**src/hdl/hft_pkg.sv**
```systemverilog
// Package with the item types, status codes and FNV-1a step shared by the flag table.
`timescale 1ns / 1ps

package hft_pkg;

    // FNV-1a 32-bit constants.
    localparam logic [31:0] FNV_BASIS = 32'd2166136261;
    localparam logic [31:0] FNV_PRIME = 32'd16777619;

    // Status codes reported with each result item.
    localparam logic [2:0] ST_GET_HIT  = 3'd0;
    localparam logic [2:0] ST_GET_MISS = 3'd1;
    localparam logic [2:0] ST_SET_UPD  = 3'd2;
    localparam logic [2:0] ST_SET_INS  = 3'd3;
    localparam logic [2:0] ST_SET_FULL = 3'd4;

    // Request type on the last byte of a name.
    localparam logic REQ_GET = 1'b0;
    localparam logic REQ_SET = 1'b1;

    // One input item: a single byte of a flag name.
    typedef struct packed {
        logic       req_type;
        logic [7:0] name_byte;
        logic       name_last;
        logic       set_value;
    } hft_item_t;

    // One result item, produced for the last byte of a name.
    typedef struct packed {
        logic        flag_value;
        logic [2:0]  op_status;
        logic [31:0] name_hash;
    } hft_result_t;

    // Write controls for the entry memories.
    typedef struct packed {
        logic        key_we;
        logic        val_we;
        logic [31:0] key;
        logic        val;
    } hft_wr_t;

    // Sequencer states.
    typedef enum logic [1:0] {
        HFT_IDLE,
        HFT_SCAN,
        HFT_RESP
    } hft_state_t;

    // One FNV-1a step: xor in the byte, then multiply by the prime modulo 2^32.
    function automatic logic [31:0] fnv_step(input logic [31:0] h, input logic [7:0] b);
        logic [31:0] x;
        x = h ^ {24'd0, b};
        return x * FNV_PRIME;
    endfunction

endpackage

```
**src/hdl/hashed_flag_table_core.sv**
```systemverilog
// Top level of the hashed flag table: FNV-1a name hashing and a sequential table walk.
`timescale 1ns / 1ps
//
// A flag name arrives one byte per item on the item port. An item is taken at a
// rising edge where start is high and busy is low. Bytes that are not marked
// last only fold into the running FNV-1a hash and are taken one per cycle.
// The byte marked last starts a request against the entry table: the table
// memory is read one entry per cycle from index 0 upward, and the first entry
// whose key matches the hash wins. Busy stays high through the walk and the
// response state; the walk ends at a hit or after the last stored entry, and
// an empty table goes straight to the response. The set or update is written
// back in the response state, the last busy cycle, with done high for one
// cycle with the result item. The key read, one entry per cycle, paces the walk.
// The receiver cannot stall: the result is valid only in the cycle done is high.
// Reset clears the entry count and returns the running hash to the offset basis.
// Entries beyond the count are never read, so the memories need no clearing.
//
module hashed_flag_table_core
    import hft_pkg::*;
#(
    parameter int TABLE_ENTRIES = 64
)
(
    input  logic        clk,
    input  logic        rst_n,
    input  logic        start,
    output logic        busy,
    input  hft_item_t   item,
    output logic        done,
    output hft_result_t result
);

    localparam int IDX_W = (TABLE_ENTRIES > 1) ? $clog2(TABLE_ENTRIES) : 1;
    localparam int CNT_W = $clog2(TABLE_ENTRIES + 1);
    localparam logic [CNT_W-1:0] MAX_COUNT = CNT_W'(TABLE_ENTRIES);

    hft_state_t       state_reg, state_next;
    logic [31:0]      hash_reg, hash_next;
    logic [CNT_W-1:0] count_reg, count_next;
    logic             cmp_valid_reg, cmp_valid_next;
    logic             hit_reg, hit_next;
    logic [31:0]      key_reg, key_next;
    logic             type_reg, type_next;
    logic             setval_reg, setval_next;
    logic [CNT_W-1:0] addr_reg, addr_next;
    logic [IDX_W-1:0] cmp_idx_reg, cmp_idx_next;
    logic [IDX_W-1:0] hit_idx_reg, hit_idx_next;
    logic             hit_val_reg, hit_val_next;

    logic        accept;
    logic [31:0] step_hash;
    logic        issue;
    logic        match;
    logic        has_room;
    logic [31:0] rd_key;
    logic        rd_val;
    logic [IDX_W-1:0] wr_addr;
    hft_wr_t     wr;

    assign accept    = start && (state_reg == HFT_IDLE);
    assign step_hash = fnv_step(hash_reg, item.name_byte);
    assign issue     = (state_reg == HFT_SCAN) && (addr_reg < count_reg);
    assign match     = cmp_valid_reg && (rd_key == key_reg);
    assign has_room  = count_reg < MAX_COUNT;

    // Entry memories.
    hft_table #(
        .TABLE_ENTRIES(TABLE_ENTRIES),
        .IDX_W(IDX_W)
    ) u_table (
        .clk(clk),
        .rd_en(issue),
        .rd_addr(addr_reg[IDX_W-1:0]),
        .rd_key(rd_key),
        .rd_val(rd_val),
        .wr_addr(wr_addr),
        .wr(wr)
    );

    // Next state of the sequencer.
    always_comb
    begin
        state_next = state_reg;
        case (state_reg)
            HFT_IDLE:
            begin
                if (accept && item.name_last)
                begin
                    state_next = (count_reg == '0) ? HFT_RESP : HFT_SCAN;
                end
            end
            HFT_SCAN:
            begin
                if (match || !issue)
                begin
                    state_next = HFT_RESP;
                end
            end
            HFT_RESP:
            begin
                state_next = HFT_IDLE;
            end
            default:
            begin
                state_next = HFT_IDLE;
            end
        endcase
    end

    // Hash, walk and entry-count updates.
    always_comb
    begin
        hash_next      = hash_reg;
        count_next     = count_reg;
        cmp_valid_next = 1'b0;
        hit_next       = hit_reg;
        key_next       = key_reg;
        type_next      = type_reg;
        setval_next    = setval_reg;
        addr_next      = addr_reg;
        cmp_idx_next   = cmp_idx_reg;
        hit_idx_next   = hit_idx_reg;
        hit_val_next   = hit_val_reg;
        case (state_reg)
            HFT_IDLE:
            begin
                if (accept)
                begin
                    if (item.name_last)
                    begin
                        hash_next   = FNV_BASIS;
                        key_next    = step_hash;
                        type_next   = item.req_type;
                        setval_next = item.set_value;
                        addr_next   = '0;
                        hit_next    = 1'b0;
                    end
                    else
                    begin
                        hash_next = step_hash;
                    end
                end
            end
            HFT_SCAN:
            begin
                if (match)
                begin
                    hit_next     = 1'b1;
                    hit_idx_next = cmp_idx_reg;
                    hit_val_next = rd_val;
                end
                else if (issue)
                begin
                    cmp_valid_next = 1'b1;
                    cmp_idx_next   = addr_reg[IDX_W-1:0];
                    addr_next      = addr_reg + 1'b1;
                end
            end
            HFT_RESP:
            begin
                if ((type_reg == REQ_SET) && !hit_reg && has_room)
                begin
                    count_next = count_reg + 1'b1;
                end
            end
            default:
            begin
                hash_next = hash_reg;
            end
        endcase
    end

    // Outputs: handshake, memory write-back and the result item.
    always_comb
    begin
        busy              = (state_reg != HFT_IDLE);
        done              = (state_reg == HFT_RESP);
        wr_addr           = hit_reg ? hit_idx_reg : count_reg[IDX_W-1:0];
        wr.key_we         = 1'b0;
        wr.val_we         = 1'b0;
        wr.key            = key_reg;
        wr.val            = setval_reg;
        result.name_hash  = key_reg;
        result.flag_value = 1'b0;
        result.op_status  = ST_GET_MISS;
        if (type_reg == REQ_GET)
        begin
            if (hit_reg)
            begin
                result.flag_value = hit_val_reg;
                result.op_status  = ST_GET_HIT;
            end
        end
        else if (hit_reg)
        begin
            result.flag_value = setval_reg;
            result.op_status  = ST_SET_UPD;
            wr.val_we         = done;
        end
        else if (has_room)
        begin
            result.flag_value = setval_reg;
            result.op_status  = ST_SET_INS;
            wr.key_we         = done;
            wr.val_we         = done;
        end
        else
        begin
            result.op_status = ST_SET_FULL;
        end
    end

    // Control registers.
    always_ff @(posedge clk or negedge rst_n)
    begin
        if (!rst_n)
        begin
            state_reg     <= HFT_IDLE;
            hash_reg      <= FNV_BASIS;
            count_reg     <= '0;
            cmp_valid_reg <= 1'b0;
            hit_reg       <= 1'b0;
        end
        else
        begin
            state_reg     <= state_next;
            hash_reg      <= hash_next;
            count_reg     <= count_next;
            cmp_valid_reg <= cmp_valid_next;
            hit_reg       <= hit_next;
        end
    end

    // Payload registers.
    always_ff @(posedge clk)
    begin
        key_reg     <= key_next;
        type_reg    <= type_next;
        setval_reg  <= setval_next;
        addr_reg    <= addr_next;
        cmp_idx_reg <= cmp_idx_next;
        hit_idx_reg <= hit_idx_next;
        hit_val_reg <= hit_val_next;
    end

endmodule

```
**src/hdl/hft_table.sv**
```systemverilog
// Entry memories of the flag table: hash keys and boolean values, one read and one write port.
`timescale 1ns / 1ps

module hft_table
    import hft_pkg::*;
#(
    parameter int TABLE_ENTRIES = 64,
    parameter int IDX_W = 6
)
(
    input  logic             clk,
    input  logic             rd_en,
    input  logic [IDX_W-1:0] rd_addr,
    output logic [31:0]      rd_key,
    output logic             rd_val,
    input  logic [IDX_W-1:0] wr_addr,
    input  hft_wr_t          wr
);

    logic [31:0] key_mem [TABLE_ENTRIES];
    logic        val_mem [TABLE_ENTRIES];
    logic [31:0] rd_key_reg;
    logic        rd_val_reg;

    // Key memory: synchronous write, registered read.
    always_ff @(posedge clk)
    begin
        if (wr.key_we)
        begin
            key_mem[wr_addr] <= wr.key;
        end
        if (rd_en)
        begin
            rd_key_reg <= key_mem[rd_addr];
        end
    end

    // Value memory: synchronous write, registered read.
    always_ff @(posedge clk)
    begin
        if (wr.val_we)
        begin
            val_mem[wr_addr] <= wr.val;
        end
        if (rd_en)
        begin
            rd_val_reg <= val_mem[rd_addr];
        end
    end

    assign rd_key = rd_key_reg;
    assign rd_val = rd_val_reg;

endmodule
```
**config.mk**
```make
export PLATFORM = sky130hd
export DESIGN_NAME = hashed_flag_table_core
export DESIGN_NICKNAME = d
export VERILOG_FILES = /design/src/hdl/hft_pkg.sv /design/src/hdl/hashed_flag_table_core.sv /design/src/hdl/hft_table.sv
export SDC_FILE = /design/constraint.sdc
export NUM_CORES = 2
export LEC_CHECK = 0
export CAP_MARGIN = 5
export CORE_MARGIN = 4
export CORE_UTILIZATION = 60
export DETAILED_ROUTE_END_ITERATION = 7
export DONT_BUFFER_PORTS = 1
export GPL_ROUTABILITY_DRIVEN = 1
export GPL_TIMING_DRIVEN = 0
export HOLD_SLACK_MARGIN = 0.05
export PLACE_DENSITY = 0.75
export SLEW_MARGIN = 20
export SYNTH_ARGS = -nofsm -noshare
export SYNTH_HDL_FRONTEND = slang
export SYNTH_SLANG_ARGS = --single-unit
```
**constraint.sdc**
```tcl
create_clock -name clk -period 7.72 [get_ports clk]
set_input_delay 1.544 -clock clk [delete_from_list [all_inputs] [get_ports clk]]
set_output_delay 1.544 -clock clk [all_outputs]
set_load 0.05 [all_outputs]
```
==> results.cfg <==
[die]
core_area_sq_mm = 0.150
pin_count = 52
die_area_sq_mm = 0.158
start_util = 0.606
die_h_um = 398
chipWidth_um = 398
num_rows = 142

[worst_setup_path]
critPathBufInv = 3
cp.required_ps = 8520
worstPathArrival_ps = 7550
cp-start-kind = input pin
reg2reg_slack_ps = 1100
crit_type = input pin to flip-flop
critPathMostFrequentCell = ha_1
critical_path.max_fanout = 7
cpPeakStageDelay_ps = 800
timing.rr.end = hash_reg[30]
r2r-start = hash_reg[6]
crit_family = adder cells
rr_worst_depth = 20
path_cells = xor2_1 > ha_1 > ha_1 > fa_1 > ha_1 > fa_1 > ha_1 > inv_1 > fa_1 > inv_1 > ha_1 > clkbuf_1 > nand2_1 > nor2_1 > nand2_1 > o31ai_1 > a31oi_1 > a21oi_1 > xor2_1 > a22o_1
end_kind = flip-flop
slowest_stage = xor2_1

[outcome]
status = finished, final reports clean

[route]
routed_wl_um = 257000
ant_nets = 0
drc = 0
drt_pass1_iterations = 6
avgViaCountPerCell = 6.95
vias = 46700
routedWlPerCell_um = 38.3
drtIter0Drc = 7294

[synth]
synth_top_cell_by_area = edfxtp_1
synth-seq-cells = 2242
synth_edf_count = 2199
netlist_area_sq_mm = 0.0912
avgSynthCellArea_sq_um = 22.4
synth_fp_nets = 4358
yosys.area.top_type_share = 0.724
netlist-cell-type-count = 53
syn_inst = 4077
synth.yosys.seq_area_share = 0.736
synthFlopType = edfxtp_1
yosysWarnings = 0
synthTopCellsByArea = edfxtp_1 (72%), mux4_2 (17%), ha_1 (2.6%)
async_flop_share = 0.0192

[cells_and_area]
largest_reg_flops = 2048
drive_above_1_share = 0.292
final_common_cell = edfxtp_1
largest-register = u_table.key_mem
mostFrequentLayoutCells = edfxtp_1 (2,199), mux4_2 (693), clkbuf_16 (212), ha_1 (193), inv_1 (186)
reg_top3 = u_table.key_mem x2048, u_table.val_mem x64
fillers = 8596
fin_nets = 4780
syn_to_final_growth_pct = 15.4

[cts]
cts_setup_buffers = 0
cts_max_path_buffers = 3
cts_tree = built
ctsResizeCount = 0
clock-sinks = 2242
cts_hold_buf = 0
clkLatencyLatePin_ps = 880
ctsRootBufferMaster = clkbuf_16
numCtsBuffers = 210
cts.clk_slew.worst_paths_ps = 70
htreeDepth = 4

[global_route]
antenna_found_initial = 31
grt_use_total = 0.333
grt_max_degree = 44
grt_pass1_vias = 47200
grt-ovfl-total = 0
grt_pass1_wl_um = 364000

[timing]
tns_ps = 0
worst_slew_pin_slew_ps = 1270
min_period_ps = 6750
finalSetupViolCount = 0
slew_headroom = 0.148
rsz0062_at_grt = false
hold_viol = 0
skew_ps = 58.2
final_max_slew_viol_count = 0
max_freq_mhz = 148
fin_crit_sh = 0.874

[placed_design]
io_buffers = 0
place_congestion = 0.909
post-dp-hpwl_um = 166000

[job]
cap_violations = 0

[hold_path]
holdCritPathClass = input pin to async pin
area by class of cell:
type                    instances  area, sq um  share of cell area
clock buffers                 259         5480              0.0521
plain buffers                 173          871             0.00827
diodes                         19         47.5            0.000452
multi-input cells            1475        23000               0.219
flip-flops and latches       2242        67100               0.638
repair buffers                210         4100              0.0389
inverters                     187          702             0.00667
clock inverters               129         1360              0.0129
well taps                    2016         2520              0.0240
cells in the mapped netlist, drive strengths merged, types with 2 or more instances:
master and number:
edfxtp 2199, mux4 693, ha 193, inv 187
nor2 157, clkbuf 104, fa 74, buf 69
xnor2 64, nand2 54, xor2 30, dfrtp 29
nand3 29, o21ai 23, a21oi 21, dfstp 14
a22o 13, nand4 13, o22a 12, a21o 11
o31ai 10, o21a 9, a211oi 6, a31oi 6
and3 6, nand3b 5, and2 4, nand2b 4
nor3 4, o211ai 4, o22ai 4, a21boi 3
nor2b 3, a311oi 2, mux2i 2, nor4 2
o21bai 2, o32ai 2, or3 2
cells by family (layout without fill, tap and decap cells):
group / Yosys count / count (layout) / share of synthesized area
and+or+nand+nor: 286 / 286 / 0.0135
muxes: 695 / 695 / 0.171
adders and majority gates: 267 / 267 / 0.0427
other: 0 / 19 / 0
xor gates and xnor gates: 94 / 94 / 0.00903
DFF: 2242 / 2242 / 0.736
buffers and inverters: 360 / 958 / 0.0170
AOI/OAI and AO/OA: 133 / 133 / 0.0102
metal layers:
layer,vias up,share of wire,GRT usage
met5,-,0.00030,0.00154
met3,715,0.12,0.0937
met1,24400,0.34,0.438
li1,17800,-,-
met4,8,0.066,0.183
met2,3689,0.47,0.511
worst max path at each step:
| stage | start | end | cells past startpoint |
|---|---|---|---|
| finish | item[8] | hash_reg[30] | 20 |
| floorplan | item[9] | hash_reg[28] | 20 |
| global route | item[8] | hash_reg[30] | 20 |
| detailed placement | item[8] | hash_reg[30] | 20 |
| global placement | item[8] | hash_reg[28] | 20 |
| CTS | item[8] | hash_reg[30] | 20 |
per-stage QoR:
| stage | hold slack, ps | cells | cell area (sq um) | setup WS [ps] | utilization |
|---|---|---|---|---|---|
| after floorplan | 400 | 4077 | 91200 | 1350 | - |
| after global placement | 401 | 6093 | 93700 | 135 | 0.623 |
| after detailed placement | 405 | 6302 | 98300 | 86.6 | 0.653 |
| after CTS | 314 | 6690 | 105000 | 1010 | 0.699 |
| after global routing | 329 | 6697 | 105000 | 728 | 0.699 |
| final | 356 | 6710 | 105000 | 969 | 0.699 |
Power is left out: the tool's default activity adds up to more than one toggle a clock period on the data nets, which glitch-free logic cannot reach.
